**src/hdl/bfem_pkg.sv**
```systemverilog
package bfem_pkg;

  localparam int PIX_W     = 8;
  localparam int ROW_OUT_W = 12;
  localparam int COL_OUT_W = 10;
  localparam int FW_W      = 11;
  localparam int FH_W      = 13;
  localparam int APB_AW    = 3;
  localparam int APB_DW    = 32;

  // neighbourhood arithmetic
  localparam int WIN_N    = 9;
  localparam int SUM_W    = 12;
  localparam int CNT_W    = 4;
  localparam int RECIP_W  = 17;
  localparam int RECIP_SH = 16;
  localparam int N_SLOT   = 4;

  // register index, taken from paddr[2]
  localparam logic REG_FRAME_WIDTH  = 1'b0;
  localparam logic REG_FRAME_HEIGHT = 1'b1;

  typedef logic [WIN_N-1:0][PIX_W-1:0] win_t;

  // position of an item relative to the frame edges
  typedef struct packed {
    logic r_ge1;
    logic r_ge2;
    logic r_last;
    logic c_ge1;
    logic c_ge2;
    logic c_last;
  } pos_flags_t;

endpackage

```
**src/hdl/bfem_window.sv**
```systemverilog
module bfem_window #(
  parameter int CW = 10,
  parameter int RW = 12
) (
  input  logic                          clk,
  input  logic                          rst_n,
  input  logic                          s1_valid,
  input  logic [bfem_pkg::PIX_W-1:0]    s1_px,
  input  logic [bfem_pkg::PIX_W-1:0]    s1_a,
  input  logic [bfem_pkg::PIX_W-1:0]    s1_b,
  input  logic [RW-1:0]                 s1_row,
  input  logic [CW-1:0]                 s1_col,
  input  bfem_pkg::pos_flags_t          s1_flags,
  input  logic                          buf_free,
  output logic                          s2_ready,
  output logic                          s2_valid,
  output bfem_pkg::win_t                s2_win,
  output logic [RW-1:0]                 s2_row,
  output logic [CW-1:0]                 s2_col,
  output bfem_pkg::pos_flags_t          s2_flags
);

  logic                 s2_valid_r, s2_valid_nxt;
  bfem_pkg::win_t       win_r, win_nxt;
  logic [RW-1:0]        s2_row_r;
  logic [CW-1:0]        s2_col_r;
  bfem_pkg::pos_flags_t s2_flags_r;
  logic                 s1_adv;

  assign s2_ready = !s2_valid_r || buf_free;
  assign s1_adv   = s1_valid && s2_ready;

  always_comb begin
    s2_valid_nxt = s2_valid_r;
    win_nxt      = win_r;
    if (s1_adv) begin
      s2_valid_nxt = 1'b1;
      // shift left one column, new column enters on the right
      for (int i = 0; i < 3; i++) begin
        win_nxt[i*3]   = win_r[i*3+1];
        win_nxt[i*3+1] = win_r[i*3+2];
      end
      win_nxt[2] = s1_b;
      win_nxt[5] = s1_a;
      win_nxt[8] = s1_px;
    end else if (buf_free) begin
      s2_valid_nxt = 1'b0;
    end
  end

  always_ff @(posedge clk) begin
    if (!rst_n) begin
      s2_valid_r <= 1'b0;
      win_r      <= '0;
    end else begin
      s2_valid_r <= s2_valid_nxt;
      win_r      <= win_nxt;
    end
  end

  always_ff @(posedge clk) begin
    if (s1_adv) begin
      s2_row_r   <= s1_row;
      s2_col_r   <= s1_col;
      s2_flags_r <= s1_flags;
    end
  end

  assign s2_valid = s2_valid_r;
  assign s2_win   = win_r;
  assign s2_row   = s2_row_r;
  assign s2_col   = s2_col_r;
  assign s2_flags = s2_flags_r;

endmodule

```
**config.mk**
```make
export PLATFORM = sky130hd
export DESIGN_NAME = bfem_window
export DESIGN_NICKNAME = d
export VERILOG_FILES = /design/src/hdl/bfem_pkg.sv /design/src/hdl/bfem_window.sv
export SDC_FILE = /design/constraint.sdc
export NUM_CORES = 1
export LEC_CHECK = 0
export ABC_AREA = 1
export BUFFER_PORTS_ARGS = -buffer_cell sky130_fd_sc_hd__clkbuf_2
export CAP_MARGIN = 20
export CORE_UTILIZATION = 39
export CTS_BUF_LIST = sky130_fd_sc_hd__clkbuf_2
export DETAILED_ROUTE_END_ITERATION = 12
export PLACE_DENSITY = 0.7
export SYNTH_ARGS = -nofsm -noshare
export SYNTH_HDL_FRONTEND = slang
export SYNTH_SLANG_ARGS = --single-unit
```
**constraint.sdc**
```tcl
create_clock -name clk -period 3.45 [get_ports clk]
set_input_delay 0.69 -clock clk [delete_from_list [all_inputs] [get_ports clk]]
set_output_delay 0.69 -clock clk [all_outputs]
set_load 0.03 [all_outputs]
```
* Yosys cells after proc, flatten, opt, wreduce, memory -nomap -nowiden *
Cells that the tools add are included.

storage, ports and cells
  output and inout bits = 102
  word-level logic and storage cells = 24
  register bits after elaboration = 101

cells by class
  reductions and logical operators = 4
  mux-type cells = 2

operators by type and width
  kind                 count
  $mux W1              2
  $reduce_bool A2 Y1   1
  $logic_and A1 B1 Y1  1
  $logic_not A1 Y1     1
  $logic_or A1 B1 Y1   1

* Longest topological paths before layout *
  depth in word-level cells = 4
  mapped depth = 7

* Least setup slack after synthesis *
Ideal clock, no wire load.

  path type = input to register
  from = in s1_valid
  to = reg s2_col_r[0] (netlist: s2_col[0]) (enable)
  stages = 4
  path slack = 648 ps
  library setup time = 422 ps
  arrival time = 2380 ps
  required time = 3028 ps
  cell sequence = buf_6 buf_6 inv_1 a21oi_1

on the way
  cells in the longest elaborated chain, start to end = 1

ends and longest elaborated chain
  what                  line               RTL
  start, declared       bfem_window.sv:7   input logic s1_valid,
  $logic_and A1 B1 Y1   bfem_window.sv:31  assign s1_adv = s1_valid && s2_ready;
  net s1_adv            bfem_window.sv:28  logic s1_adv;
  end signal, assigned  bfem_window.sv:64  s2_col_r <= s1_col;
  end, declared         bfem_window.sv:26  logic [CW-1:0] s2_col_r;

The timed path passes the listed nets, and every way through them passes these cells.
A chain may end at the register's enable or synchronous reset.

* Final worst setup path *
  from = reg s2_valid_r (netlist: s2_valid)
  to = out s2_ready

on the way
  cells in the longest elaborated chain, start to end = 2

ends and longest elaborated chain
  what                    line               RTL
  start, declared         bfem_window.sv:23  logic s2_valid_r, s2_valid_nxt;
  start signal, assigned  bfem_window.sv:56  s2_valid_r <= s2_valid_nxt;
  $logic_not A1 Y1        bfem_window.sv:30  assign s2_ready = !s2_valid_r || buf_free;
  $logic_or A1 B1 Y1      bfem_window.sv:30
  end, declared           bfem_window.sv:15  output logic s2_ready,

Every way passes these cells.

==> summary.txt <==
Clock tree
  • Clock Tree Root: clkbuf_2
  • CTS tree: built
  • Setup Buffers After CTS: 0
  • Cts repair resizes: 0
  • Worst-path clk slew: 270 ps
  • Num CTS Buffers: 9
  • Clk_lat worst skew: 540 ps
  • TritonCTS Sinks: 101
  • Hold buffer count at cts: 0
  • Clock buffer depth: 2
  • Max H-tree Level: 3

Timing
  • Clock Skew: 39.38 ps
  • Slew @ Worst Pin: 637.3 ps
  • Fin. Hold Viols: 0
  • Fin. max-slew vios: 0
  • Hold Slack: 300.3 ps
  • Finish-stage setup viols: 0
  • Minimum clock period: 2005 ps
  • Slew margin rel.: 57.51%
  • RSZ-0062 raised after global routing: no
  • Setup TNS: 0 ps
  • Fmax achieved: 0.4988 GHz
  • Crit share post-route: 58.11%

Setup path
  • Worst R2R End: s2_win[16]
  • Worst r2r path cells: 5
  • Max FO, Critical Path: 3
  • Crit. End Element: output port
  • Setup Crit Path Kind: register to output port
  • Worst Setup Start Kind: register
  • Signal arrival time at the worst endpoint: 1310 ps
  • FF-to-FF Start: s2_valid
  • Critical Path RT: 2760 ps
  • R2R setup slack: 2010 ps

Route
  • DRC viols: 0
  • Drt total wl: 8932 µm
  • TritonRoute pass-1 iters: 4
  • Via count: 3562
  • Routed WL per cell: 11.47 µm
  • DR vias/cell: 4.573
  • Antenna-violating nets left: 0
  • DR iter-0 viols: 120

Synth
  • Mapped cell area: 0.004275 mm²
  • Most used DFF post-synth: dfxtp_1
  • Share of the synthesized area in the top cell type: 34.18%
  • Post-synth EDFFs: 28
  • Share of synthesized flip-flops with an asynchronous set or reset: 0%
  • Area contributors post-synth: dfxtp_1 34%, edfxtp_1 20%, nand3_1 8.4%
  • Synth top cells by count: 74 x inv_1, 73 x dfxtp_1, 72 x nand2_1, 72 x nand3_1, 72 x nor2_1
  • Syn. warnings: 0
  • Seq/Total Area, Yosys: 53.85%
  • Syn nets: 562
  • Number of distinct library cells after synthesis: 14
  • Syn Area/Cell: 8.449 µm²
  • Most frequent cell after synthesis: inv_1
  • Cell count after synthesis: 506
  • Largest area contributor in the netlist: dfxtp_1
  • Synthesized flop and latch total: 101

Floorplan
  • Boundary Pins: 158
  • Die Ht: 106.7 µm
  • Core area: 0.01046 mm²
  • Row cnt: 37
  • Starting Density: 40.86%
  • Die area: 0.01138 mm²
  • Die Span X: 106.7 µm

Finish
  • Antenna Diode Count: 0
  • Nets@finish: 694
  • Syn-to-layout area delta: 17.44%
  • Share of layout cells above drive strength 1: 28.93%

Hold path
  • HP Class: input port to register
  • Worst Hold Endpoint: s2_row[1]
  • Worst Hold Path Cells: 1
  • Worst hold start: s1_row[1]

Job
  • Maxcap violations: 0

GRT
  • GRT Total Usage: 15.37%
  • GR Overflow Total: 0
  • GR Util met1: 20.73%
  • Vias in the first global route: 2880
  • First-pass GRT wire length: 13880 µm
  • Largest net degree at the start of global routing: 146
  • GR peak layer: met2
  • Antenna violations before repair: 0
  • Met3 Use GR: 4.498%
  • Met2 Use GR: 22.76%

Placed design
  • Routability congestion estimate: 0.7452
  • IO buf count: 157
  • DPL Wire Length: 5962 µm

Power and ir drop
  • PD cells: 482.2 mW/mm²
  • Worst VDD drop: 182.7 µV
  • Lkg Pwr: 2.550 nW

Run status
  • Outcome: finished clean
==> through the flow <==
stage          cells  area, µm²  setup WS, ps  power [mW]  util, %
2_1_floorplan    506       4275         647.6       1.772        -
3_3_place_gp     763       4908          1475       1.887    46.91
3_5_place_dp     763       4908          1440       1.897    46.91
4_1_cts          779       5021          1350       2.459    47.99
5_1_grt          779       5021          1322       2.563    47.99
6_report         779       5021          1445       2.421    47.99
==> worst max path at each step <==
stage                   from         end  depth (start not counted)
global placement       rst_n    s2_valid                          3
CTS                 s2_valid    s2_ready                          2
detailed placement     rst_n  s2_win[59]                          4
finish              s2_valid    s2_ready                          2
floorplan           s1_valid   s2_col[0]                          4
global route        s2_valid    s2_ready                          2
==> state kept, by name, summed over array words and instances, names as in the netlist <==
name      count
s2_win       72
s2_row       12
s2_valid      1
s2_flags      6
s2_col       10
==> logic make-up after synthesis <==
family / synth area share (%)
DFF: 53.85
buffers and inverters: 15.60
AOI/OAI and AO/OA: 9.336
and+or+nand+nor: 21.22
==> routing by layer <==
metal / share of wire [%] / vias to the layer above
li1: - / 1858
met1: 47 / 1569
met2: 44 / 126
met3: 8.0 / 9
met4: 1.3 / 0
met5: 0 / -
==> worst max-delay path, cell delays in order, from the launching register on <==
cell and delay [ps]:
dfxtp_1 500, nand2_4 90, clkbuf_2 190
==> power by group <==
part | internal, mW | switching (mW) | leakage [nW]
registers | 1.31 | 0.0529 | 0.875
clock network | 0.175 | 0.379 | 0.0729
logic | 0.159 | 0.348 | 1.60
total | 1.64 | 0.779 | 2.55
==> layout make-up <==
| type | count | area [µm²] |
|---|---|---|
| Fill cell | 1095 | 5441 |
| Sequential cell | 101 | 2302 |
| Multi-Input combinational cell | 291 | 1315 |
| Timing Repair Buffer | 161 | 843.3 |
| Inverter | 74 | 277.8 |
| Tap cell | 136 | 170.2 |
| Clock inverter | 5 | 57.56 |
| Clock buffer | 11 | 55.05 |
==> cell usage in the layout, fill, tap and decap left out, types with 2 or more instances in the layout <==
master    Yosys  layout
dfxtp_1      73      73
inv_1        74      74
edfxtp_1     28      28
buf_4        14       3
a21oi_2       7       8
nand2_1      72      72
buf_12        0       2
nand3_1      72      72
nor2_1       72      72
clkbuf_2      0     167
a21oi_1      66      65
Power figures use the tool's default switching activity.
