`src/hdl/bfem_pkg.sv`:
```
package bfem_pkg;

  localparam int PIX_W     = 8;
  localparam int ROW_OUT_W = 12;
  localparam int COL_OUT_W = 10;
  localparam int FW_W      = 11;
  localparam int FH_W      = 13;
  localparam int APB_AW    = 3;
  localparam int APB_DW    = 32;

  // neighbourhood arithmetic
  localparam int WIN_N    = 9;
  localparam int SUM_W    = 12;
  localparam int CNT_W    = 4;
  localparam int RECIP_W  = 17;
  localparam int RECIP_SH = 16;
  localparam int N_SLOT   = 4;

  // register index, taken from paddr[2]
  localparam logic REG_FRAME_WIDTH  = 1'b0;
  localparam logic REG_FRAME_HEIGHT = 1'b1;

  typedef logic [WIN_N-1:0][PIX_W-1:0] win_t;

  // position of an item relative to the frame edges
  typedef struct packed {
    logic r_ge1;
    logic r_ge2;
    logic r_last;
    logic c_ge1;
    logic c_ge2;
    logic c_last;
  } pos_flags_t;

endpackage

```
`src/hdl/bfem_cfg.sv`:
```
module bfem_cfg #(
  parameter int MAX_WIDTH  = 1024,
  parameter int MAX_HEIGHT = 4096,
  parameter int CW         = 10,
  parameter int RW         = 12
) (
  input  logic                           clk,
  input  logic                           rst_n,
  input  logic                           psel,
  input  logic                           penable,
  input  logic                           pwrite,
  input  logic [bfem_pkg::APB_AW-1:0]    paddr,
  input  logic [bfem_pkg::APB_DW-1:0]    pwdata,
  output logic [bfem_pkg::APB_DW-1:0]    prdata,
  output logic                           pready,
  output logic [CW-1:0]                  w_last,
  output logic [RW-1:0]                  h_last,
  output logic                           restart
);

  localparam int W_RST_LAST = (MAX_WIDTH < 5 ? MAX_WIDTH : 5) - 1;
  localparam int H_RST_LAST = (MAX_HEIGHT < 5 ? MAX_HEIGHT : 5) - 1;

  localparam logic REG_FRAME_WIDTH_SEL  = bfem_pkg::REG_FRAME_WIDTH;
  localparam logic REG_FRAME_HEIGHT_SEL = bfem_pkg::REG_FRAME_HEIGHT;

  logic [bfem_pkg::FW_W-1:0] fw_r, fw_nxt;
  logic [bfem_pkg::FH_W-1:0] fh_r, fh_nxt;
  logic [CW-1:0]             w_last_r, w_last_nxt;
  logic [RW-1:0]             h_last_r, h_last_nxt;
  logic                      wr;
  logic [bfem_pkg::FW_W-1:0] wd_w;
  logic [bfem_pkg::FH_W-1:0] wd_h;

  assign pready  = 1'b1;
  assign wr      = psel & penable & pwrite;
  assign restart = wr;
  assign wd_w    = pwdata[bfem_pkg::FW_W-1:0];
  assign wd_h    = pwdata[bfem_pkg::FH_W-1:0];

  always_comb begin
    fw_nxt     = fw_r;
    fh_nxt     = fh_r;
    w_last_nxt = w_last_r;
    h_last_nxt = h_last_r;
    if (wr) begin
      unique case (paddr[2])
        REG_FRAME_WIDTH_SEL: begin
          fw_nxt = wd_w;
          // zero acts as one, oversize clamps to the store depth
          if (wd_w == '0) begin
            w_last_nxt = '0;
          end else if (32'(wd_w) > 32'(MAX_WIDTH)) begin
            w_last_nxt = CW'(MAX_WIDTH - 1);
          end else begin
            w_last_nxt = CW'(wd_w - bfem_pkg::FW_W'(1));
          end
        end
        REG_FRAME_HEIGHT_SEL: begin
          fh_nxt = wd_h;
          if (wd_h == '0) begin
            h_last_nxt = '0;
          end else if (32'(wd_h) > 32'(MAX_HEIGHT)) begin
            h_last_nxt = RW'(MAX_HEIGHT - 1);
          end else begin
            h_last_nxt = RW'(wd_h - bfem_pkg::FH_W'(1));
          end
        end
        default: begin
          fw_nxt = fw_r;
        end
      endcase
    end
  end

  always_comb begin
    unique case (paddr[2])
      REG_FRAME_WIDTH_SEL:  prdata = {{(bfem_pkg::APB_DW-bfem_pkg::FW_W){1'b0}}, fw_r};
      REG_FRAME_HEIGHT_SEL: prdata = {{(bfem_pkg::APB_DW-bfem_pkg::FH_W){1'b0}}, fh_r};
      default:              prdata = '0;
    endcase
  end

  always_ff @(posedge clk) begin
    if (!rst_n) begin
      fw_r     <= bfem_pkg::FW_W'(5);
      fh_r     <= bfem_pkg::FH_W'(5);
      w_last_r <= CW'(W_RST_LAST);
      h_last_r <= RW'(H_RST_LAST);
    end else begin
      fw_r     <= fw_nxt;
      fh_r     <= fh_nxt;
      w_last_r <= w_last_nxt;
      h_last_r <= h_last_nxt;
    end
  end

  assign w_last = w_last_r;
  assign h_last = h_last_r;

endmodule

```
`config.mk`:
```
export PLATFORM = sky130hd
export DESIGN_NAME = bfem_cfg
export DESIGN_NICKNAME = d
export VERILOG_FILES = /design/src/hdl/bfem_pkg.sv /design/src/hdl/bfem_cfg.sv
export SDC_FILE = /design/constraint.sdc
export NUM_CORES = 1
export LEC_CHECK = 0
export ABC_AREA = 1
export BUFFER_PORTS_ARGS = -buffer_cell sky130_fd_sc_hd__buf_2
export CORE_ASPECT_RATIO = 0.6
export CORE_MARGIN = 2
export CORE_UTILIZATION = 46
export DETAILED_ROUTE_END_ITERATION = 8
export GPL_TIMING_DRIVEN = 0
export PLACE_DENSITY = 0.76
export SLEW_MARGIN = 0
export SYNTH_ARGS = -nofsm -noshare
export SYNTH_HDL_FRONTEND = slang
export SYNTH_SLANG_ARGS = --single-unit
```
`constraint.sdc`:
```
create_clock -name clk -period 2.8 [get_ports clk]
set_input_delay 0.14 -clock clk [delete_from_list [all_inputs] [get_ports clk]]
set_output_delay 0.14 -clock clk [all_outputs]
set_load 0.05 [all_outputs]
```
# After elaboration in Yosys (flattened, before gate mapping)
# Cells that the tools add are included.
# word_totals
input_bits,40
output_inout_bits,56
elab_cells,20
register_bits,46
# op_classes
add_sub_neg,2
magnitude_cmp,2
bitwise,3
muxes,5
n_reduce_logical,4
# op_table
op,n
$pmux W32 S2,1
$mux W12,2
$mux W10,2
$gt A13 B13 Y1 const B,1
$logic_not A13 Y1,1
$sub A12 B1 Y12 const B,1
$gt A11 B11 Y1 const B,1
$logic_not A11 Y1,1
$sub A10 B1 Y10 const B,1
$reduce_and A2 Y1,2
$and A1 B1 Y1,2
$not A1 Y1,1

# Depth between registers and ports, before layout
# logic_depth
depth_word,3
ltp_mapped,10
depth_no_buf,9

# Worst setup path after synthesis
# Ideal clock, no wire load.
# synth_path
path_type,input to register
start,input port pwdata[0] (netlist bit)
end,"register h_last_r[10], in the netlist h_last[10]"
cell_stages,10
setup_time_ns,0.132
t_arrival_ns,1.067
n_path_buf,1
setup_slack_ns,1.601
t_required_ns,2.668
path_cell_list,inv_1 -> ha_1 -> nand2_4 -> nor2_4 -> nand3_2 -> nand2_1 -> inv_2 -> buf_6 -> nand2_1 -> a21oi_1
# synth_via
elab_chain_len,3
# synth_lines
item,line_no,text
"start, declared",bfem_cfg.sv:13,"input logic [bfem_pkg::APB_DW-1:0] pwdata,"
$sub A12 B1 Y12 or $gt A13 B13 Y1 (tied branches),"bfem_cfg.sv:66, bfem_cfg.sv:63",
$mux W12,bfem_cfg.sv:63,end else if (32'(wd_h) > 32'(MAX_HEIGHT)) begin
$mux W12 *,bfem_cfg.sv:61,if (wd_h == '0) begin
"end signal, assigned",bfem_cfg.sv:89,h_last_r <= RW'(H_RST_LAST);
"end signal, assigned",bfem_cfg.sv:94,h_last_r <= h_last_nxt;
"end, declared",bfem_cfg.sv:30,"logic [RW-1:0] h_last_r, h_last_nxt;"
# Every way passes the cells marked *; elsewhere a longest branch is shown, timed or not.
# A chain may end at the register's enable or synchronous reset.

# Worst setup path after layout
# layout_path
start,input port paddr[2] (netlist bit)
end,output port prdata[9] (netlist bit)
# layout_via
elab_chain_len,2
# layout_lines
item,line_no,text
"start, declared",bfem_cfg.sv:12,"input logic [bfem_pkg::APB_AW-1:0] paddr,"
$not A1 Y1,n/a,
$pmux W32 S2 *,bfem_cfg.sv:77,unique case (paddr[2])
"end, declared",bfem_cfg.sv:14,"output logic [bfem_pkg::APB_DW-1:0] prdata,"
# Every way passes the cells marked *; elsewhere a longest branch is shown, timed or not. The select of a mux whose other input is x is not followed.

==> impl_results.md <==
- Yosys reg bits: 46
- Port Buffers: 54
- Met2 wire length: approximately 2.6 mm
- Multi-input combinational cell area: approximately 0.0011 mm2
- Clk sink count: 46
- Fin. max-slew vios: 0
- CP startpoint kind: primary input
- Core Area: roughly 0.0047 mm2
- Final min period: between 1 and 1.5 ns
- Post-synth EDFFs: 0
- Worst VDD drop: 0.291 mV
- RSZ-0062 raised after global routing: false
- Fin crit share: between 40% and 50%
- Syn Area/Cell: around 6.9 um2
- Hold WC Path Type: primary input to flop
- Antenna cells: 0
- Critical path peak fanout: 10
- Cell area after synthesis: roughly 0.0023 mm2
- Crit path required time: roughly 2.7 ns
- First DRT Iteration DRCs: 124
- CP endpoint kind: output pin
- Skew-Pair Late Insertion Delay: 0.30 ns
- Clock Skew: 0 ns
- Post-CTS Setup Inserts: 0
- Logic pwr share: 20.4%
- # DRC: 0
- First-pass GRT wire length: between 9 and 10 mm
- Fin nets: about 460
- Post-synthesis cell type count: 25
- Die area: roughly 0.0056 mm2
- CP Class: primary input to output pin
- Commonest non-fill, non-tap cell in the layout: nand2_1
- CTS tree: yes
- Filler instances: around 470
- Clock slew at reported path FFs: roughly 0.090 ns
- WL met1: between 3 and 4 mm
- Commonest cells after routing, fill and taps aside: nand2_1 (122), buf_2 (58), dfxtp_1 (46)
- RePlAce Congestion: 0.851
- Final WL: a little over 6 mm
- Seq/Total Area, Yosys: approximately two fifths
- Final HPWL DP: approximately 4.7 mm
- Vias per std cell: 4.90
- Clock power share: roughly a third
- Max-cap viol count: 0
- Gate Count Post-Synth: 335
- FP Rows: 19
- Synth warn: 0
- Post-Place Cell Area: roughly 0.0027 mm2
- DR vias: around 2300
- Fraction of layout instances using a drive strength above 1: between 20% and 30%
- Fraction of registers with async set/reset: 0%
- Seq pwr share: 46.0%
- Root Buffer: clkbuf_8
- Final setup fails: 0
- Psw: 0.000475 W
- # hold bufs at CTS: 0
- GRT Residual Overflow: 0
- Lkg Pwr: roughly 1.5 nW
- Vias in the first global route: between 2000 and 2500
- Int Pwr: ~0.0010 W
- Initial antenna violation count: 0
- Metal3 WL: 549 um
- Fmax: 717 MHz
- # resized after CTS: 0
- Num CTS Buffers: 5
- Die width: 95.3 um
- Top Layer Used: met4
- H-tree depth: 2
- Final hold vios: 0
- Largest net degree at the start of global routing: 15
- Switching share of power: 31.9%
- Drt first pass iters: 4
- GRT Util Overall: 22.6%
- CTS Buffer Depth: 2
- Routed WL per cell: roughly 13 um
- Ys flop type: dfxtp_1
- Num ports: 96
- Antenna viol nets, final: 0
- Syn-to-layout area delta: 22.9%
- Status: complete, no violations
- Worst-margin pin slew: about 0.52 ns
- Sequential cell area: around 920 um2
- Chip height: a little under 60 um
- Total negative slack: 0 ns
- PwrDens: between 500 and 600 mW/mm2
- Arr. time, crit path: 1.26 ns
- Post-route cell area: between 0.002 and 0.003 mm2
- Final Core Density: roughly 60%
- Rel. slew slack: around two thirds
- Initial Utilization: between 40% and 50%
-- synthesized netlist by cell type, types with 3 or more instances --
cell type | count | area [um2]
nor2_2 | 3 | 18.8
inv_1 | 18 | 67.6
buf_2 | 4 | 20.0
nand3_1 | 8 | 40.0
clkbuf_1 | 6 | 22.5
inv_2 | 4 | 15.0
nand2_2 | 3 | 18.8
nand2_1 | 122 | 458
nor2_4 | 3 | 33.8
a21oi_1 | 41 | 205
buf_4 | 21 | 158
o21ai_0 | 24 | 120
nor2_1 | 15 | 56.3
dfxtp_1 | 46 | 921
-- through the flow --
| stage | std cells | hold slack [ns] | setup slack, ns | total power (W) |
|---|---|---|---|---|
| 2_1_floorplan | 353 | 0.266 | 1.60 | 0.000932 |
| 3_3_place_gp | 470 | 0.431 | 1.32 | 0.000997 |
| 3_5_place_dp | 470 | 0.441 | 1.29 | 0.00100 |
| 4_1_cts | 478 | 0.123 | 1.42 | 0.00148 |
| 5_1_grt | 478 | 0.147 | 1.31 | 0.00154 |
| 6_report | 478 | 0.120 | 1.40 | 0.00149 |
-- state kept, by name, summed over array words and instances (netlist names) --
name and cells:
fh_r 13, fw_r 11, h_last 12, w_last 10
-- layer usage --
metal	track usage (%)	vias up
met5	0	-
met4	6.00	0
met3	5.12	8
met2	33.2	97
met1	33.4	1063
li1	-	1172
-- power by group through the flow --
stage | logic [W] | registers (W) | clock network [W]
detailed placement | 0.000299 | 0.000701 | 0
CTS | 0.000301 | 0.000686 | 0.000499
global route | 0.000326 | 0.000688 | 0.000527
global placement | 0.000297 | 0.000700 | 0
finish | 0.000304 | 0.000686 | 0.000501
floorplan | 0.000200 | 0.000732 | 0
-- path summary, 6_finish.rpt --
kind / from / to / slack, ns / depth (start not counted)
max reg2reg: fw_r[10] / fw_r[10] / 2.14 / 2
min: pwdata[11] / fh_r[11] / 0.12 / 3
max: paddr[2] / prdata[9] / 1.40 / 6
min reg2reg: w_last[6] / w_last[6] / 0.46 / 2
-- logic make-up (layout without fill, tap and decap cells) --
| family | after synthesis | after routing | synth area share, % |
|---|---|---|---|
| other | 2 | 20 | 0.327 |
| AO/OA/AOI/OAI | 67 | 67 | 14.8 |
| buffers and inverters | 56 | 118 | 13.5 |
| adder cells (fa/ha/maj) | 1 | 1 | 0.544 |
| AND/OR/NAND/NOR | 160 | 160 | 29.7 |
| flip-flops | 46 | 46 | 40.0 |
| XOR/XNOR | 3 | 3 | 1.14 |
-- final cells by class --
type | count | area share (%)
clock buffers | 5 | 2.44
inverters | 22 | 2.92
multi-input cells | 251 | 40.2
flip-flops and latches | 46 | 32.6
clock inverters | 3 | 1.42
repair buffers | 54 | 9.57
well taps | 63 | 2.79
plain buffers | 34 | 8.06
-- critical path, cell delays in order --
cell,delay [ns]
buf_2,0.14
inv_2,0.09
clkbuf_1,0.42
nand2_1,0.10
nand2_1,0.09
buf_2,0.26
No activity file was read; power rests on OpenSTA's default activity.
