===== src/hdl/bfem_pkg.sv =====
package bfem_pkg;

  localparam int PIX_W     = 8;
  localparam int ROW_OUT_W = 12;
  localparam int COL_OUT_W = 10;
  localparam int FW_W      = 11;
  localparam int FH_W      = 13;
  localparam int APB_AW    = 3;
  localparam int APB_DW    = 32;

  // neighbourhood arithmetic
  localparam int WIN_N    = 9;
  localparam int SUM_W    = 12;
  localparam int CNT_W    = 4;
  localparam int RECIP_W  = 17;
  localparam int RECIP_SH = 16;
  localparam int N_SLOT   = 4;

  // register index, taken from paddr[2]
  localparam logic REG_FRAME_WIDTH  = 1'b0;
  localparam logic REG_FRAME_HEIGHT = 1'b1;

  typedef logic [WIN_N-1:0][PIX_W-1:0] win_t;

  // position of an item relative to the frame edges
  typedef struct packed {
    logic r_ge1;
    logic r_ge2;
    logic r_last;
    logic c_ge1;
    logic c_ge2;
    logic c_last;
  } pos_flags_t;

endpackage


===== src/hdl/bfem_mean.sv =====
module bfem_mean #(
  parameter int CW = 10,
  parameter int RW = 12
) (
  input  logic                              clk,
  input  logic                              rst_n,
  input  logic                              s2_valid,
  input  bfem_pkg::win_t                    s2_win,
  input  logic [RW-1:0]                     s2_row,
  input  logic [CW-1:0]                     s2_col,
  input  bfem_pkg::pos_flags_t              s2_flags,
  output logic                              buf_free,
  output logic                              out_valid,
  input  logic                              out_ready,
  output logic [bfem_pkg::PIX_W-1:0]        out_mean_out,
  output logic [bfem_pkg::ROW_OUT_W-1:0]    out_row,
  output logic [bfem_pkg::COL_OUT_W-1:0]    out_col,
  output logic                              out_run_last,
  output logic                              out_frame_end
);

  localparam int NS = bfem_pkg::N_SLOT;
  localparam int PW = bfem_pkg::PIX_W;
  localparam int SW = bfem_pkg::SUM_W;
  localparam int KW = bfem_pkg::CNT_W;
  localparam int MW = bfem_pkg::SUM_W + bfem_pkg::RECIP_W;

  // neighbours of window position (wi,wj) that lie in the window and the frame
  function automatic logic [bfem_pkg::WIN_N-1:0] nb_mask(input int wi, input int wj,
                                                        input logic [2:0] rok,
                                                        input logic [2:0] cok);
    logic [bfem_pkg::WIN_N-1:0] m;
    m = '0;
    for (int i = 0; i < 3; i++) begin
      for (int j = 0; j < 3; j++) begin
        m[i*3+j] = (i >= wi - 1) && (i <= wi + 1) && (j >= wj - 1) && (j <= wj + 1)
                   && rok[i] && cok[j];
      end
    end
    return m;
  endfunction

  // ceil(2^16 / n): exact for every sum of up to nine pixels
  function automatic logic [bfem_pkg::RECIP_W-1:0] recip(input logic [KW-1:0] n);
    logic [bfem_pkg::RECIP_W-1:0] q;
    case (n)
      4'd1:    q = 17'd65536;
      4'd2:    q = 17'd32768;
      4'd3:    q = 17'd21846;
      4'd4:    q = 17'd16384;
      4'd5:    q = 17'd13108;
      4'd6:    q = 17'd10923;
      4'd7:    q = 17'd9363;
      4'd8:    q = 17'd8192;
      4'd9:    q = 17'd7282;
      default: q = '0;
    endcase
    return q;
  endfunction

  logic [2:0]                 rok;
  logic [2:0]                 cok;
  logic [NS-1:0]              en;
  logic [NS-1:0]              last;
  logic [bfem_pkg::WIN_N-1:0] nmask [NS];
  logic [SW-1:0]              nsum  [NS];
  logic [KW-1:0]              ncnt  [NS];
  logic [MW-1:0]              nprod [NS];
  logic [RW-1:0]              row_m1;
  logic [CW-1:0]              col_m1;

  logic [NS-1:0]                   mask_r, mask_nxt;
  logic [PW-1:0]                   slot_mean_r [NS];
  logic [bfem_pkg::ROW_OUT_W-1:0]  slot_row_r  [NS];
  logic [bfem_pkg::COL_OUT_W-1:0]  slot_col_r  [NS];
  logic [NS-1:0]                   slot_last_r;
  logic                            frame_end_r;
  logic [1:0]                      sel;
  logic                            load;
  logic                            pop;
  logic [NS-1:0]                   mask_pop;

  assign rok = {1'b1, s2_flags.r_ge1, s2_flags.r_ge2};
  assign cok = {1'b1, s2_flags.c_ge1, s2_flags.c_ge2};

  // slots in raster order: (r-1,c-1) (r-1,c) (r,c-1) (r,c)
  assign en[0] = s2_flags.r_ge1  && s2_flags.c_ge1;
  assign en[1] = s2_flags.r_ge1  && s2_flags.c_last;
  assign en[2] = s2_flags.r_last && s2_flags.c_ge1;
  assign en[3] = s2_flags.r_last && s2_flags.c_last;

  assign last[3] = en[3];
  assign last[2] = en[2] && !en[3];
  assign last[1] = en[1] && !(|en[3:2]);
  assign last[0] = en[0] && !(|en[3:1]);

  assign row_m1 = s2_row - RW'(1);
  assign col_m1 = s2_col - CW'(1);

  always_comb begin
    for (int k = 0; k < NS; k++) begin
      nmask[k] = nb_mask(1 + k / 2, 1 + k % 2, rok, cok);
      nsum[k]  = '0;
      ncnt[k]  = '0;
      for (int i = 0; i < bfem_pkg::WIN_N; i++) begin
        nsum[k] = nsum[k] + (nmask[k][i] ? SW'(s2_win[i]) : SW'(0));
        ncnt[k] = ncnt[k] + KW'(nmask[k][i]);
      end
      nprod[k] = MW'(nsum[k]) * MW'(recip(ncnt[k]));
    end
  end

  assign mask_pop = mask_r & (mask_r - NS'(1));
  assign out_valid = |mask_r;
  assign pop       = out_valid && out_ready;
  // room for a new item once at most the last pending result leaves now
  assign buf_free  = (mask_r == '0) || ((mask_pop == '0) && out_ready);
  assign load      = s2_valid && buf_free;

  always_comb begin
    mask_nxt = mask_r;
    if (load) begin
      mask_nxt = en;
    end else if (pop) begin
      mask_nxt = mask_pop;
    end
  end

  always_ff @(posedge clk) begin
    if (!rst_n) begin
      mask_r <= '0;
    end else begin
      mask_r <= mask_nxt;
    end
  end

  always_ff @(posedge clk) begin
    if (load) begin
      for (int k = 0; k < NS; k++) begin
        slot_mean_r[k] <= nprod[k][bfem_pkg::RECIP_SH +: PW];
        slot_row_r[k]  <= bfem_pkg::ROW_OUT_W'((k >= 2) ? s2_row : row_m1);
        slot_col_r[k]  <= bfem_pkg::COL_OUT_W'((k % 2 == 1) ? s2_col : col_m1);
      end
      slot_last_r <= last;
      frame_end_r <= s2_flags.r_last && s2_flags.c_last;
    end
  end

  // lowest pending slot goes first
  always_comb begin
    sel = '0;
    for (int k = NS - 1; k >= 0; k--) begin
      if (mask_r[k]) begin
        sel = 2'(k);
      end
    end
  end

  assign out_mean_out  = slot_mean_r[sel];
  assign out_row       = slot_row_r[sel];
  assign out_col       = slot_col_r[sel];
  assign out_run_last  = slot_last_r[sel];
  assign out_frame_end = frame_end_r;

endmodule


===== config.mk =====
export PLATFORM = sky130hd
export DESIGN_NAME = bfem_mean
export DESIGN_NICKNAME = d
export VERILOG_FILES = /design/src/hdl/bfem_pkg.sv /design/src/hdl/bfem_mean.sv
export SDC_FILE = /design/constraint.sdc
export NUM_CORES = 1
export LEC_CHECK = 0
export ABC_CLOCK_PERIOD_IN_PS = 16900
export BUFFER_PORTS_ARGS = -buffer_cell sky130_fd_sc_hd__buf_2
export CORE_MARGIN = 2
export CORE_UTILIZATION = 35
export DETAILED_ROUTE_END_ITERATION = 6
export PLACE_DENSITY_LB_ADDON = 0.3
export SETUP_SLACK_MARGIN = 0.2
export SLEW_MARGIN = 10
export SYNTH_ARGS = -nofsm -noshare
export SYNTH_HDL_FRONTEND = slang
export SYNTH_SLANG_ARGS = --single-unit

===== constraint.sdc =====
create_clock -name clk -period 16.9 [get_ports clk]
set_input_delay 3.38 -clock clk [delete_from_list [all_inputs] [get_ports clk]]
set_output_delay 3.38 -clock clk [all_outputs]
set_load 0.01 [all_outputs]

==> Yosys cells after proc, flatten, opt, wreduce, memory -nomap -nowiden <==
Memory sizes are Yosys's and may differ from the RTL's.
Index checks and enable logic that the tools add are counted.
{ "classes": {"n_addsub": 45, "multipliers": 4, "magnitude_cmp": 1, "mux": 18, "bitwise_logic": 1, "n_reduce_logical": 23} }
{ "op_table": {"columns": ["cell", "count"], "rows": [
  ["adder 12 bit", 10],
  ["multiplier 12 x 17 -> 24 bit", 3],
  ["2-to-1 mux 8 bit", 8],
  ["adder 12 x 8 -> 12 bit", 4],
  ["adder 4 x 1 -> 4 bit", 6],
  ["adder 8 x 12 -> 12 bit", 2],
  ["multiplier 11 x 17 -> 24 bit", 1],
  ["adder 8 x 8 -> 9 bit", 2],
  ["logical AND 1 bit", 13],
  ["adder 2 x 1 -> 3 bit", 4],
  ["adder 3 x 1 -> 4 bit", 3],
  ["adder 4 x 1 -> 4 bit (second input constant)", 3],
  ["adder 9 x 12 -> 12 bit", 1],
  ["subtractor 12 x 1 -> 12 bit (second input constant)", 1],
  ["adder 10 x 8 -> 11 bit", 1],
  ["adder 9 x 8 -> 10 bit", 1],
  ["subtractor 10 x 1 -> 10 bit (second input constant)", 1],
  ["adder 1 x 1 -> 2 bit", 4],
  ["logical NOT 4 bit", 2],
  ["2-to-1 mux 2 bit", 4],
  ["2-to-1 mux 4 bit", 2],
  ["adder 3 x 1 -> 4 bit (second input constant)", 1],
  ["AND 4 bit", 1],
  ["OR reduction 4 bit", 1],
  ["other kinds (9)", 13]
]} }
{ "word_totals": {"reg_bits": 9, "ram_bits": 120, "rom_bits": 1088, "in_bits": 104, "elab_cells": 102, "memories": 7} }
{ "memory_table": {"columns": ["name", "words", "word_bits", "rd", "rd_ports_with_merged_regs", "wr", "line", "text"], "rows": [
  ["(name not given)", 16, 17, 1, 0, 0, "bfem_mean.sv:46", "case (n)"],
  ["(name not given)", 16, 17, 1, 0, 0, "bfem_mean.sv:46", null],
  ["(name not given)", 16, 17, 1, 0, 0, "bfem_mean.sv:46", null],
  ["(name not given)", 16, 17, 1, 0, 0, "bfem_mean.sv:46", null],
  ["slot_row_r", 4, 12, 1, 0, 4, "bfem_mean.sv:74", "logic [bfem_pkg::ROW_OUT_W-1:0] slot_row_r [NS];"],
  ["slot_col_r", 4, 10, 1, 0, 4, "bfem_mean.sv:75", "logic [bfem_pkg::COL_OUT_W-1:0] slot_col_r [NS];"],
  ["+1 memories", null, null, null, null, null, null, null]
]} }

==> Longest topological paths before layout <==
Gate-level depths: netlist of run 1.
{ "depth": {"depth_word": 11, "ltp_mapped": 38} }

==> Worst setup path before layout of run 1 <==
No wires, ideal clock.
{ "synth_path": {"path_kind": "input-to-reg", "startpoint": "input s2_flags[4] (netlist name)", "endpoint": "memory slot_mean_r[0][7] (netlist name) (data pin)", "arrival_ns": 12.513, "required_time_ns": 16.640, "setup_slack_ns": 4.127, "cell_stages": 37, "path_cell_list": "clkbuf_1 clkbuf_1 nand2_1 fa_1 inv_1 fa_1 fa_1 inv_1 fa_1 inv_1 ha_1 fa_1 a21oi_1 o2111ai_1 a21o_1 a21oi_1 xor2_1 nor2_1 nor2_1 fa_1 fa_1 inv_1 fa_1 fa_1 inv_1 fa_1 inv_1 ha_1 a21o_1 a211o_1 o221ai_1 a22oi_1 a221o_1 o41a_1 a21oi_2 o21ba_2 xnor2_1"} }
{ "synth_rtl": {"columns": ["element", "line", "text"], "rows": [
  ["from (decl)", "bfem_mean.sv:11", "input bfem_pkg::pos_flags_t s2_flags,"],
  ["to (decl)", "bfem_mean.sv:73", "logic [PW-1:0] slot_mean_r [NS];"]
]} }

==> summary.txt, run 1 <==
Timing
  • Tmin final: between 10000 and 15000 ps
  • FMAX: 69.8 MHz
  • Final period util: 84.8%
  • RSZ-0062 raised after global routing: no
  • Slew headroom: 25.9%
  • # setup viols final: 0
  • Clock Skew: approximately 13 ps
  • Setup_tns: 0 ps
  • Final Hold Fails: 0
  • Fin. max-slew vios: 0
  • Worst-Margin Slew: 1110 ps

Critical path
  • CP most frequent cell: fa_1
  • Crit start category: input port
  • CP max stage cell: ha_1
  • Crit-path max FO: 25
  • CP Capture Type: register
  • Crit path DAT: 14410 ps
  • Crit path largest cell delay: 1010 ps
  • WP data required: 16980 ps
  • WS Path Type: in -> reg

Layout
  • ANT cells: 0
  • Commonest non-fill, non-tap cells in the layout: 826 x inv_1, 621 x fa_1, 374 x nand2_1
  • Commonest non-fill, non-tap cell in the layout: inv_1
  • Total Nets Final: 4144
  • Area delta synth->final: 8.26%
  • Ratio of cells with drive above 1 in the final layout: 6.85%

Drt
  • Remaining DRCs: 0
  • Vias per cell: 4.70
  • Via count: 19700
  • Initial DRC count: roughly 1200
  • Drt total wl: 75.2 mm
  • Met2 wire length: 33.1 mm
  • Final ANT Viol Nets: 0
  • DR pass1 iterations: 5
  • Top layer in use: met4
  • WL/cell: 17.9 um
  • M1 WL: 35.1 mm
  • Met3 routed WL: 5.09 mm

Global routing
  • Global-route wire length before repair: 119 mm
  • Initial antenna violation count: 4
  • Global route overflow: 0
  • Largest net degree at the start of global routing: 47
  • GRT Total Usage: 18.9%
  • Vias in the first global route: 21100

Floorplanning
  • Die ar.: 82000 um2
  • # rows: 103
  • Core ar.: just under 80000 um2
  • Starting Density: 35.3%
  • IO Count: roughly 140
  • DIE WIDTH: about 290 um
  • Die Y: ~290 um

Logic synthesis
  • Most used DFF post-synth: edfxtp_1
  • Async SR Flop Fraction: 0%
  • Syn. warnings: 0
  • Netlist cell types: 67
  • Synthesized area per cell: between 9 and 10 um2
  • Post-synth EDFFs: 80
  • Cell count after synthesis: around 3000
  • Syn Std Cell Area: 27900 um2
  • Flops & latches, synth: 84
  • Register area share after synthesis: roughly 8.9%

Place
  • Placer Congestion: between 0.9 and 1
  • HPWL Detailed: about 66 mm
  • Port buffer count: around 140

CTS
  • CTS buffer count: 9
  • Root Driver: clkbuf_16
  • Post-CTS sizing: 0
  • H-tree depth: 3
  • Reg clk slew, reported paths: approximately 70 ps
  • Clock Tree Buf Depth: 2
  • Post-CTS Setup Inserts: 0
  • Clock sink count: 84
  • Hold-fix buffers, CTS: 0
  • CTS tree: built
  • Skew-Pair Late Insertion Delay: approximately 350 ps

Outcome
  • Status: completed

Flow run
  • MaxCap Viol Count: 0

Hold path
  • Worst min-delay path category: reg -> reg
==> through the flow <==
step	utilization (%)	hold slack [ps]	instance area, um2	instances	setup slack (ps)
global route	38.2	593	30200	4202	2020
floorplan	-	489	28000	3052	4130
CTS	38.2	542	30200	4202	2590
finish	38.2	546	30200	4202	2560
global placement	37.8	514	29900	4186	2450
detailed placement	37.8	531	29900	4186	2270
==> final timing paths <==
path	from	slack (ps)	cells after the start	end
min reg2reg	mask_r[3]	550	2	mask_r[3]
max	s2_flags[2]	2560	37	slot_mean_r[0][7]
max reg2reg	mask_r[2]	14040	5	slot_row_r[1][11]
min	mask_r[3]	550	2	mask_r[3]
==> flip-flops by register name (all words and copies together) (netlist names) <==
name	flops
slot_mean_r	32
slot_row_r	24
slot_col_r	20
mask_r	4
slot_last_r	3
out_frame_end	1
==> cell type report <==
cell class                      count  area [um2]
Timing Repair Buffer              156         828
Clock inverter                      7         103
Inverter                          826        3100
Fill cell                        8001       48800
Sequential cell                    84        2480
Tap cell                         1050        1310
Clock buffer                        9         225
Multi-Input combinational cell   2070       22100
==> metal layers <==
| metal | up-vias | global-route usage (%) |
|---|---|---|
| met5 | - | 0 |
| met4 | 0 | 4.32 |
| met3 | 71 | 3.03 |
| met2 | 576 | 29.6 |
| met1 | 9894 | 27.5 |
| li1 | 9203 | - |
==> kinds of logic after synthesis <==
family	Yosys count	share of synthesized area, %
DFF	84	8.90
muxes	16	0.633
other	2	0.0269
adders and majority gates	894	56.8
xor gates and xnor gates	109	3.60
buffers and inverters	898	12.1
AOI/OAI and AO/OA	198	4.67
and+or+nand+nor	824	13.2
==> synth_stat cells, types with 22 or more instances <==
library cell / n / area share (%)
inv_1: 826 / 11
and2_1: 79 / 1.8
nand2_1: 374 / 5.0
nor2b_1: 22 / 0.49
a21oi_1: 55 / 0.99
xnor2_1: 68 / 2.1
xor2_1: 36 / 1.1
a21o_1: 24 / 0.65
nand3_1: 33 / 0.59
edfxtp_1: 80 / 8.6
nor2_1: 188 / 2.5
clkbuf_1: 65 / 0.87
nor3_1: 26 / 0.47
ha_1: 272 / 12
o21ai_0: 30 / 0.54
fa_1: 621 / 45
nand2b_1: 36 / 0.81
==> critical path, delay by kind of cell <==
kind | cells | cell delay [ps]
xor+xnor | 2 | 470
fa+ha+maj | 13 | 6300
simple gates | 3 | 560
compound gates | 12 | 2870
buf+inv | 7 | 780
Power of run 1 is not shown: default switching activity piles up to over one toggle a cycle in this logic, so the estimate is an artifact.
==> run 2: changes to the inputs <==
Settings changed: ABC_AREA set to 1, ABC_CLOCK_PERIOD_IN_PS 16900 to 12900.
Clock period 16.9 ns to 12.9 ns, I/O delays scaled along.
==> run 2 against run 1 <==
  * Critical path depth up 2
  * Largest cell class unchanged
  * Global-route usage grew 1.1 points
  * Synthesized area increased by 5.3%
  * Count of clock-buffer cells in the layout is the same
  * First-iteration DRC count rose by 25%
==> summary.txt, run 2 <==
CTS
  • Clock Tree Buf Depth: 2
  • Post-CTS sizing: 0
  • Post-CTS Setup Inserts: 0
  • Skew-Pair Late Insertion Delay: ~360 ps
  • Hold-fix buffers, CTS: 0
  • CTS tree: built
  • Clock sink count: 84
  • H-tree depth: 3
  • CTS buffer count: 9
  • Root Driver: clkbuf_16
  • Reg clk slew, reported paths: 70 ps

Critical path
  • CP Capture Type: register
  • RR Startpoint: mask_r[0]
  • WS Path Type: in -> reg
  • Crit-path max FO: 18
  • Crit path largest cell delay: roughly 900 ps
  • Crit start category: input port
  • CP max stage cell: xnor2_1
  • WP data required: approximately 13000 ps
  • Crit path DAT: 12010 ps
  • Worst Setup SP: s2_flags[5]

Logic synthesis
  • Syn Std Cell Area: 29400 um2
  • Post-Synth Simple-Gate Area: 17.7%
  • Mux share of post-synthesis cell area: 0%
  • Syn. warnings: 0
  • Cell count after synthesis: around 3600
  • Most used DFF post-synth: edfxtp_1
  • Most numerous cell in the Yosys netlist: inv_1
  • Post-synth EDFFs: 80
  • Synth Area in Adders: 53.9%
  • Compound-Gate Fraction of Synth Area: 4.11%
  • Top post-synthesis cells by area: fa_1 42%, inv_1 13%, ha_1 12%
  • Synthesized area per cell: 8.11 um2
  • Netlist cell types: 48
  • Yosys top cell area share: 42.3%
  • Synth area leader: fa_1
  • Async SR Flop Fraction: 0%
  • Register area share after synthesis: 8.45%
  • Main combinational cell family by area after synthesis: adder cells
  • Synth Area in XOR/XNOR: 1.88%
  • Synth top cells by count: 1032 x inv_1, 719 x nand2_1, 621 x fa_1
  • Flops & latches, synth: 84

Drt
  • WL/cell: about 17 um
  • DR pass1 iterations: 6
  • Final ANT Viol Nets: 0
  • Initial DRC count: 1454
  • Remaining DRCs: 0
  • Drt total wl: 83.8 mm
  • Vias per cell: 4.71
  • Via count: 22900

Layout
  • Area delta synth->final: 8.30%
  • Commonest non-fill, non-tap cell in the layout: inv_1
  • Top flop regs: slot_mean_r (32), slot_row_r (24), slot_col_r (20)
  • Total Nets Final: 4768
  • Commonest non-fill, non-tap cells in the layout: 1032 x inv_1, 719 x nand2_1, 621 x fa_1
  • ANT cells: 0
  • Multi-input gate area: 22900 um2
  • FILL cells: 8662
  • Reg with most FFs: slot_mean_r
  • Ratio of cells with drive above 1 in the final layout: about 5.3%
  • Flip-flop and latch area: 2480 um2
  • Largest register FFs: 32

Floorplanning
  • # rows: about 110
  • Die ar.: 86200 um2
  • Die Y: between 200 and 300 um
  • IO Count: between 100 and 150
  • Core ar.: 83400 um2
  • Starting Density: roughly a third
  • DIE WIDTH: about 300 um

Timing
  • Fin. max-slew vios: 0
  • FMAX: 84.2 MHz
  • Final Hold Fails: 0
  • Slew headroom: 21.4%
  • RSZ-0062 raised after global routing: no
  • Final period util: 92.1%
  • Worst-Margin Slew: 1170 ps
  • Setup_tns: 0 ps
  • Clock Skew: ~11 ps
  • Tmin final: 11880 ps
  • # setup viols final: 0

Hold path
  • Worst min-delay path category: reg -> reg
  • Min-delay src: mask_r[0]

Global routing
  • Global route overflow: 0
  • GRT Total Usage: about a fifth
  • Global-route wire length before repair: 133 mm
  • Initial antenna violation count: 5
  • Vias in the first global route: about 24000
  • Largest net degree at the start of global routing: 66

Place
  • HPWL Detailed: around 74 mm
  • Placer Congestion: 0.971
  • Port buffer count: 137

Outcome
  • Status: completed

Flow run
  • MaxCap Viol Count: 0
==> run 2: cell families after synthesis <==
logic type | count (synthesis)
fa+ha+maj | 893
compound gates | 211
other cells | 2
buf+inv | 1085
simple gates | 1281
xor+xnor | 63
flops | 84
==> run 2: layout make-up <==
class                           count  area share [%]
Tap cell                         1080            4.25
Sequential cell                    84            7.81
Clock inverter                      7           0.311
Multi-Input combinational cell   2477            72.0
Clock buffer                        9           0.708
Inverter                         1046            12.4
Timing Repair Buffer              153            2.53
==> run 2: path summary, 6_finish.rpt <==
| kind | endpoint | cells after the start | slack [ps] |
|---|---|---|---|
| max reg2reg | slot_col_r[1][5] | 6 | 10260 |
| max | slot_mean_r[0][7] | 39 | 1020 |
| min reg2reg | mask_r[0] | 2 | 490 |
| min | mask_r[0] | 2 | 490 |
==> run 2: critical path: cells and delay by family <==
kind / cells / cell delay [ps]
fa+ha+maj: 13 / 5690
buf+inv: 11 / 1260
simple gates: 12 / 1230
xor+xnor: 1 / 900
compound gates: 2 / 320
==> run 2: through the flow <==
stage	setup slack, ps	util [%]	cell area [um2]	hold WS [ps]	std cells
floorplan	1960	-	29500	468	3646
global placement	902	37.7	31500	486	4840
detailed placement	760	37.7	31500	485	4840
CTS	1140	38.1	31800	496	4856
global route	444	38.1	31800	541	4856
finish	1020	38.1	31800	494	4856
==> run 2: per-layer routing <==
| metal | global-route usage [%] | vias up | part of all wire (%) |
|---|---|---|---|
| met5 | 0 | - | 0.049 |
| met4 | 4.78 | 6 | 2.5 |
| met3 | 3.75 | 130 | 7.5 |
| met2 | 32.0 | 771 | 44 |
| met1 | 28.0 | 11100 | 46 |
| li1 | - | 10900 | - |
Power of run 2 is left out for the same reason.
